$ cat config.mk
export PLATFORM = sky130hd
export DESIGN_NAME = okm_cell
export DESIGN_NICKNAME = d
export VERILOG_FILES = /design/src/hw/rtl/okm_pkg.sv /design/src/hw/rtl/okm_cell.sv
export SDC_FILE = /design/constraint.sdc
export NUM_CORES = 2
export LEC_CHECK = 0
export ABC_CLOCK_PERIOD_IN_PS = 11240
export CAP_MARGIN = 20
export CORE_ASPECT_RATIO = 1.1
export CORE_UTILIZATION = 31
export DETAILED_ROUTE_END_ITERATION = 6
export DONT_BUFFER_PORTS = 1
export PLACE_DENSITY_LB_ADDON = 0.08
export SETUP_SLACK_MARGIN = 0.3
export SLEW_MARGIN = 10
export SYNTH_ARGS = -nofsm -noshare
export SYNTH_HDL_FRONTEND = slang
export SYNTH_SLANG_ARGS = --single-unit
export TNS_END_PERCENT = 5
$ cat constraint.sdc
create_clock -name clk -period 11.24 [get_ports clk]
set_input_delay 1.686 -clock clk [delete_from_list [all_inputs] [get_ports clk]]
set_output_delay 1.686 -clock clk [all_outputs]
set_load 0.01 [all_outputs]
$ cat src/hw/rtl/okm_pkg.sv
// Shared constants, types and codes for the online k-means cluster assignment block.
`timescale 1ns / 1ps

package okm_pkg;

    // Array sizes. DIMS is fixed at four by the feature fields of the input word.
    localparam int CLUSTERS     = 8;
    localparam int DIMS         = 4;
    localparam int FEATURE_BITS = 16;

    // Derived widths.
    localparam int IDX_W     = $clog2(CLUSTERS);
    localparam int CNT_W     = $clog2(CLUSTERS + 1);
    localparam int TERM_W    = 2 * FEATURE_BITS;
    localparam int DIST_W    = TERM_W + $clog2(DIMS);
    localparam int OUT_IDX_W = 3;

    // Configuration port.
    localparam int CFG_IDX_W  = 1;
    localparam int CFG_DATA_W = 4;
    localparam int METRIC_W   = 1;
    localparam int CLCNT_W    = 4;
    localparam int CMP_W      = (CNT_W > CLCNT_W) ? CNT_W : CLCNT_W;

    localparam logic [CFG_IDX_W-1:0] REG_DISTANCE_METRIC = 1'b0;
    localparam logic [CFG_IDX_W-1:0] REG_CLUSTER_COUNT   = 1'b1;

    localparam logic [METRIC_W-1:0] METRIC_EUCLID    = 1'b0;
    localparam logic [METRIC_W-1:0] METRIC_MANHATTAN = 1'b1;

    localparam logic [CLCNT_W-1:0] CLCNT_RESET = 4'd8;

    localparam logic FUNC_TRAIN   = 1'b0;
    localparam logic FUNC_PREDICT = 1'b1;

    typedef logic signed [FEATURE_BITS-1:0] feat_t;
    typedef feat_t [DIMS-1:0] feat_vec_t;

    // Running best match that travels along the chain of cells.
    typedef struct packed {
        logic              valid;
        logic              has;
        logic [IDX_W-1:0]  idx;
        logic [DIST_W-1:0] score;
    } best_t;

    // Centroid write command broadcast to the cells.
    typedef struct packed {
        logic             en;
        logic             seed;
        logic [IDX_W-1:0] idx;
    } wr_t;

endpackage

$ cat src/hw/rtl/okm_cell.sv
// One cell of the search chain: holds one centroid and scores the vector passing by.
`timescale 1ns / 1ps

module okm_cell import okm_pkg::*;
(
    input  logic                clk,
    input  logic                rst_n,
    input  logic [IDX_W-1:0]    cell_idx,
    input  logic [METRIC_W-1:0] metric,
    input  logic [CNT_W-1:0]    active_n,
    input  feat_vec_t           vec_in,
    output feat_vec_t           vec_out,
    input  best_t               best_in,
    output best_t               best_out,
    input  wr_t                 wr,
    input  feat_vec_t           wr_vec
);

    feat_vec_t               cent_reg;
    feat_vec_t               vec_reg;
    logic [TERM_W-1:0]       term_next [DIMS];
    logic [TERM_W-1:0]       term_reg  [DIMS];
    logic [DIST_W-1:0]       score;
    logic                    active;
    logic                    take;
    best_t                   best_next;
    best_t                   best_reg;
    feat_vec_t               mid;

    // Per-feature distance terms against the vector arriving this cycle.
    always_comb
    begin
        logic [FEATURE_BITS:0]   diff;
        logic [FEATURE_BITS:0]   neg;
        logic [FEATURE_BITS-1:0] mag;
        for (int d = 0; d < DIMS; d++)
        begin
            diff = {vec_in[d][FEATURE_BITS-1], vec_in[d]}
                 - {cent_reg[d][FEATURE_BITS-1], cent_reg[d]};
            neg  = '0 - diff;
            mag  = diff[FEATURE_BITS] ? neg[FEATURE_BITS-1:0] : diff[FEATURE_BITS-1:0];
            if (metric == METRIC_MANHATTAN)
                term_next[d] = TERM_W'(mag);
            else
                term_next[d] = mag * mag;
        end
    end

    always_ff @(posedge clk)
    begin
        vec_reg <= vec_in;
        for (int d = 0; d < DIMS; d++)
            term_reg[d] <= term_next[d];
    end

    assign vec_out = vec_reg;

    // The running best reaches this cell in the cycle after the vector did.
    always_comb
    begin
        score = '0;
        for (int d = 0; d < DIMS; d++)
            score = score + DIST_W'(term_reg[d]);
    end

    assign active = CNT_W'(cell_idx) < active_n;
    // A strict compare keeps the lower index on a tie.
    assign take   = best_in.valid && active && (!best_in.has || score < best_in.score);

    always_comb
    begin
        best_next = best_in;
        if (take)
        begin
            best_next.has   = 1'b1;
            best_next.idx   = cell_idx;
            best_next.score = score;
        end
    end

    always_ff @(posedge clk or negedge rst_n)
    begin
        if (!rst_n)
            best_reg <= '0;
        else
            best_reg <= best_next;
    end

    assign best_out = best_reg;

    // Midpoint (c + x) >> 1 with an arithmetic shift: drop the low bit of the wide sum.
    always_comb
    begin
        logic [FEATURE_BITS:0] sum;
        for (int d = 0; d < DIMS; d++)
        begin
            sum    = {wr_vec[d][FEATURE_BITS-1], wr_vec[d]}
                   + {cent_reg[d][FEATURE_BITS-1], cent_reg[d]};
            mid[d] = sum[FEATURE_BITS:1];
        end
    end

    always_ff @(posedge clk)
    begin
        if (wr.en && wr.idx == cell_idx)
            cent_reg <= wr.seed ? wr_vec : mid;
    end

endmodule

Word level (Yosys, flattened, before mapping)

Memories as Yosys holds them, arrays and structs flattened.
Cells that the tools add are included.

Flip-flop bits (word level): 167
Input bits: 182
Memories kept: 1
Output and inout port bits: 103
RAM bits: 128

$lt $le $gt $ge: 2
Reductions and logical operators: 5
Multiplexer cells: 10
Multiply operators: 4
Equal/unequal tests: 1
$add $sub $neg: 15

Memory list:

| memory   | words | bits a word | rd ports | clocked after Yosys merged registers in | write ports | line           | RTL |
|---|---|---|---|---|---|---|---|
| term_reg | 4     | 32          | 4        | 0                                       | 4           | okm_cell.sv:22 | `logic [TERM_W-1:0] term_reg [DIMS];` |

Operators with widths:

| operator                                          | count |
|---|---|
| multiplier 16 x 16 -> 32 bit                      | 4 |
| two-way mux 32 bit                                | 4 |
| adder 16 x 16 -> 17 bit                           | 4 |
| subtractor 16 x 16 -> 17 bit                      | 4 |
| two-way mux 16 bit                                | 4 |
| two-way mux 64 bit                                | 1 |
| subtractor 1 x 16 -> 16 bit, first input constant | 4 |
| two-way mux 38 bit                                | 1 |
| adder 33 x 32 -> 34 bit                           | 1 |
| adder 34 x 32 -> 34 bit                           | 1 |
| less-than comparator 34 bit                       | 1 |
| adder 32 x 32 -> 33 bit                           | 1 |
| less-than comparator 3 x 4 -> 1 bit               | 1 |
| == test 3 bit                                     | 1 |
| logical AND 1 bit                                 | 3 |
| zero test 1 bit                                   | 1 |
| logical OR 1 bit                                  | 1 |

Depth between registers and ports, before layout

Word-level depth: 7
Mapped depth: 41
Mapped depth without buffers: 39

Least setup slack after synthesis

No wires, ideal clock.

Path type: input-to-reg
Start point: input vec_in[16] (netlist name)
End point: memory term_reg[1][31] (netlist name)
Data required time: 11176 ps
Stages: 37
Path buffers: 2
Arrival time: 10262 ps
Setup slack: 913 ps
Cells stage by stage: inv_1 ha_1 fa_1 nand2b_1 a21oi_1 o31ai_1 a211oi_1 o221ai_1 nor3b_1 or2_2 clkbuf_1 nor2_1 xnor2_1 inv_1 clkbuf_1 nand2_1 inv_1 fa_1 inv_1 fa_1 inv_1 fa_1 fa_1 fa_1 fa_1 ha_1 a21o_1 a21o_1 a21oi_1 o211ai_1 a31oi_1 a31oi_1 a211oi_1 o21bai_1 a21o_1 or4b_2 nand4_1

RTL lines:

| what               | line           | RTL |
|---|---|---|
| start: declaration | okm_cell.sv:11 | `input feat_vec_t vec_in,` |
| end: declaration   | okm_cell.sv:22 |  |

==> results by group <==
Setup path
  • Crit path max fanout: 10
  • CP peak stage delay: 570 ps
  • Worst Setup End Kind: flip-flop
  • Worst reg2reg path depth: 33
  • Crit path buffers/inverters: 5
  • Reg2reg start: cent_reg[32]$_DFFE_PP_
  • Critical Path RT: 11770 ps
  • Top delay family on crit path: adder cells
  • WP depth: 34
  • R2R setup slack: 1530 ps
  • CP max stage cell: fa_1
  • Worst setup SP type: input pin
  • Critical path arrival: 10880 ps
  • Crit Path Category: in2reg
  • FF-to-FF End: term_reg[2][31]$_SDFF_PP0_
  • Cell mode on critical path: fa_1

STA
  • Fmax: 96.7 MHz
  • RSZ-0062 raised after global routing: no
  • Post-route setup TNS: 0 ps
  • Final Hold Vio Count: 0
  • Clock Skew: 44.2 ps
  • Final min period: 10350 ps
  • Worst-margin pin slew: 1090 ps
  • Setup Viol. Count Final: 0
  • Final Slew Violations: 0
  • Final period util: 92.0%
  • Rel. slew slack: 27.0%
  • WHS: 655 ps

Clock network
  • CTS Buffer Depth: 3
  • H-tree depth: 2
  • CTS tree: done
  • Number of setup buffers added after CTS: 0
  • Clock transition at path regs: 60 ps
  • Root buffer cell: clkbuf_16
  • Clock tree sinks: 295
  • Post-CTS Resized: 0
  • TritonCTS buffer count: 40
  • Worst skew pair latency: 630 ps
  • Hold bufs inserted after CTS: 0

Synthesis
  • Yosys reg bits: 295
  • Post-synth EDFFs: 64
  • Mapped Cells: 5324
  • Syn_nets: 6807
  • Number of distinct library cells after synthesis: 95
  • Dominant cell type by area after synthesis: fa_1
  • Synth warnings: 0
  • Mapped Area: 47500 um^2
  • Synth Flop Type: dfxtp_1
  • Synth top area share: 30.4%
  • Syn_area_per_cell: 8.92 um^2
  • Largest cells by area after synthesis: fa_1, ha_1, inv_1, dfxtp_1, edfxtp_1
  • Sequential fraction of the synthesis area: 14.2%
  • Post-synth ARST share: 13.2%

Hold path
  • WHS Path Cells: 2
  • Worst Hold Class: reg2reg
  • Worst Hold End: best_out[0]$_DFF_PN0_
  • Min-delay src: term_reg[2][0]$_DFF_P_

Drt
  • Residual DRC: 0
  • Final wirelength: 141000 um
  • Routed Antenna Nets: 0
  • Routed vias: 34885
  • Router iterations before antenna repair: 7
  • Avg WL per Cell: 19.1 um
  • Vias per inst: 4.71
  • Initial DRC Count: 1456

Layout
  • Most frequent cells in the layout: inv_1, fa_1, ha_1, nor2_1, nand2_1
  • Post-Layout Cell Count: 7408
  • Layout overhead on the synthesized area: 9.47%
  • Final nets: 6885
  • Layout cell share with drive strength beyond 1: 6.30%
  • Max reg flops: 128
  • N_diodes: 0
  • # fillers: 15998
  • Leading cell type in the layout, fill and taps excluded: inv_1

Placed design
  • Post-Place Cells: 7335
  • RePlAce Congestion: 0.824
  • DP HPWL: 122000 um
  • Port bufs: 0

Die
  • Initial Util: 31.2%
  • Die width: 375 um
  • Total die area: 155000 um^2
  • Die Y-Extent: 413 um
  • # rows: 150
  • Core area: 152000 um^2
  • Number of I/O pins: 285

GRT
  • Vias in the first global route: 37381
  • Gr ovfl total: 0
  • Initial antenna violation count: 9
  • First-pass GRT wire length: 220000 um
  • Gr usage total: 18.5%
  • Pin count of the biggest net entering global routing: 185

Flow run
  • Maxcap violations: 0

Status
  • Status: finished, final reports clean
[synth_stat cells, types with 94 or more instances]
library cell / count
xor2_1: 120
a21o_1: 94
dfxtp_1: 192
xnor2_1: 162
clkbuf_1: 94
o21ai_0: 196
fa_1: 720
a21oi_1: 225
inv_1: 1138
nor2_1: 494
nand2_1: 423
ha_1: 581
[per-stage QoR]
step / utilization (%) / area [um^2] / setup WS, ps
after floorplan: - / 47500 / 913
after global placement: 33.3 / 50700 / 305
after detailed placement: 33.3 / 50700 / 252
after CTS: 34.2 / 52000 / 867
after global routing: 34.2 / 52000 / 319
final: 34.2 / 52000 / 894
[worst max-delay path by stage]
| stage | to | start | slack [ps] |
|---|---|---|---|
| 2_1_floorplan | term_reg[1][31]$_SDFF_PP0_ | vec_in[16] | 910 |
| 3_3_place_gp | term_reg[2][31]$_SDFF_PP0_ | vec_in[32] | 310 |
| 3_5_place_dp | term_reg[0][31]$_SDFF_PP0_ | vec_in[0] | 250 |
| 4_1_cts | term_reg[0][31]$_SDFF_PP0_ | vec_in[0] | 870 |
| 5_1_grt | term_reg[2][31]$_SDFF_PP0_ | vec_in[32] | 320 |
| 6_report | term_reg[0][31]$_SDFF_PP0_ | vec_in[0] | 890 |
[cells by family (layout without fill, tap and decap cells)]
logic type | Yosys count | count (layout) | share of synthesized area, %
compound gates | 845 | 845 | 11.5
flops | 295 | 295 | 14.2
xor+xnor | 288 | 288 | 5.42
mux | 47 | 47 | 1.10
fa+ha+maj | 1301 | 1301 | 45.7
buf+inv | 1261 | 1369 | 10.0
simple gates | 1287 | 1287 | 12.1
[metal layers]
metal / routed length, um / GRT usage (%) / vias to the layer above
li1: - / - / 17170
met1: 67800 / 25.3 / 17055
met2: 65700 / 31.2 / 575
met3: 6090 / 2.87 / 85
met4: 1950 / 3.02 / 0
met5: 0 / 0 / -
[area by class of cell]
cell class / count / area (um^2) / area share [%]
Sequential cell: 295 / 6740 / 13.0
Tap cell: 1976 / 2470 / 4.76
Clock inverter: 21 / 183 / 0.351
Timing Repair Buffer: 136 / 1050 / 2.01
Clock buffer: 51 / 1140 / 2.20
Inverter: 1161 / 4360 / 8.38
Multi-Input combinational cell: 3768 / 36000 / 69.3
[worst min-delay path, delay by kind of cell, from the launching register on]
kind,cells,cell delay [ps]
adder cells (fa/ha/maj),1,160
flip-flops,1,320
multiplexers,1,150
Power is not shown: default switching activity piles up to over one toggle a cycle in this logic, so the estimate is an artifact.
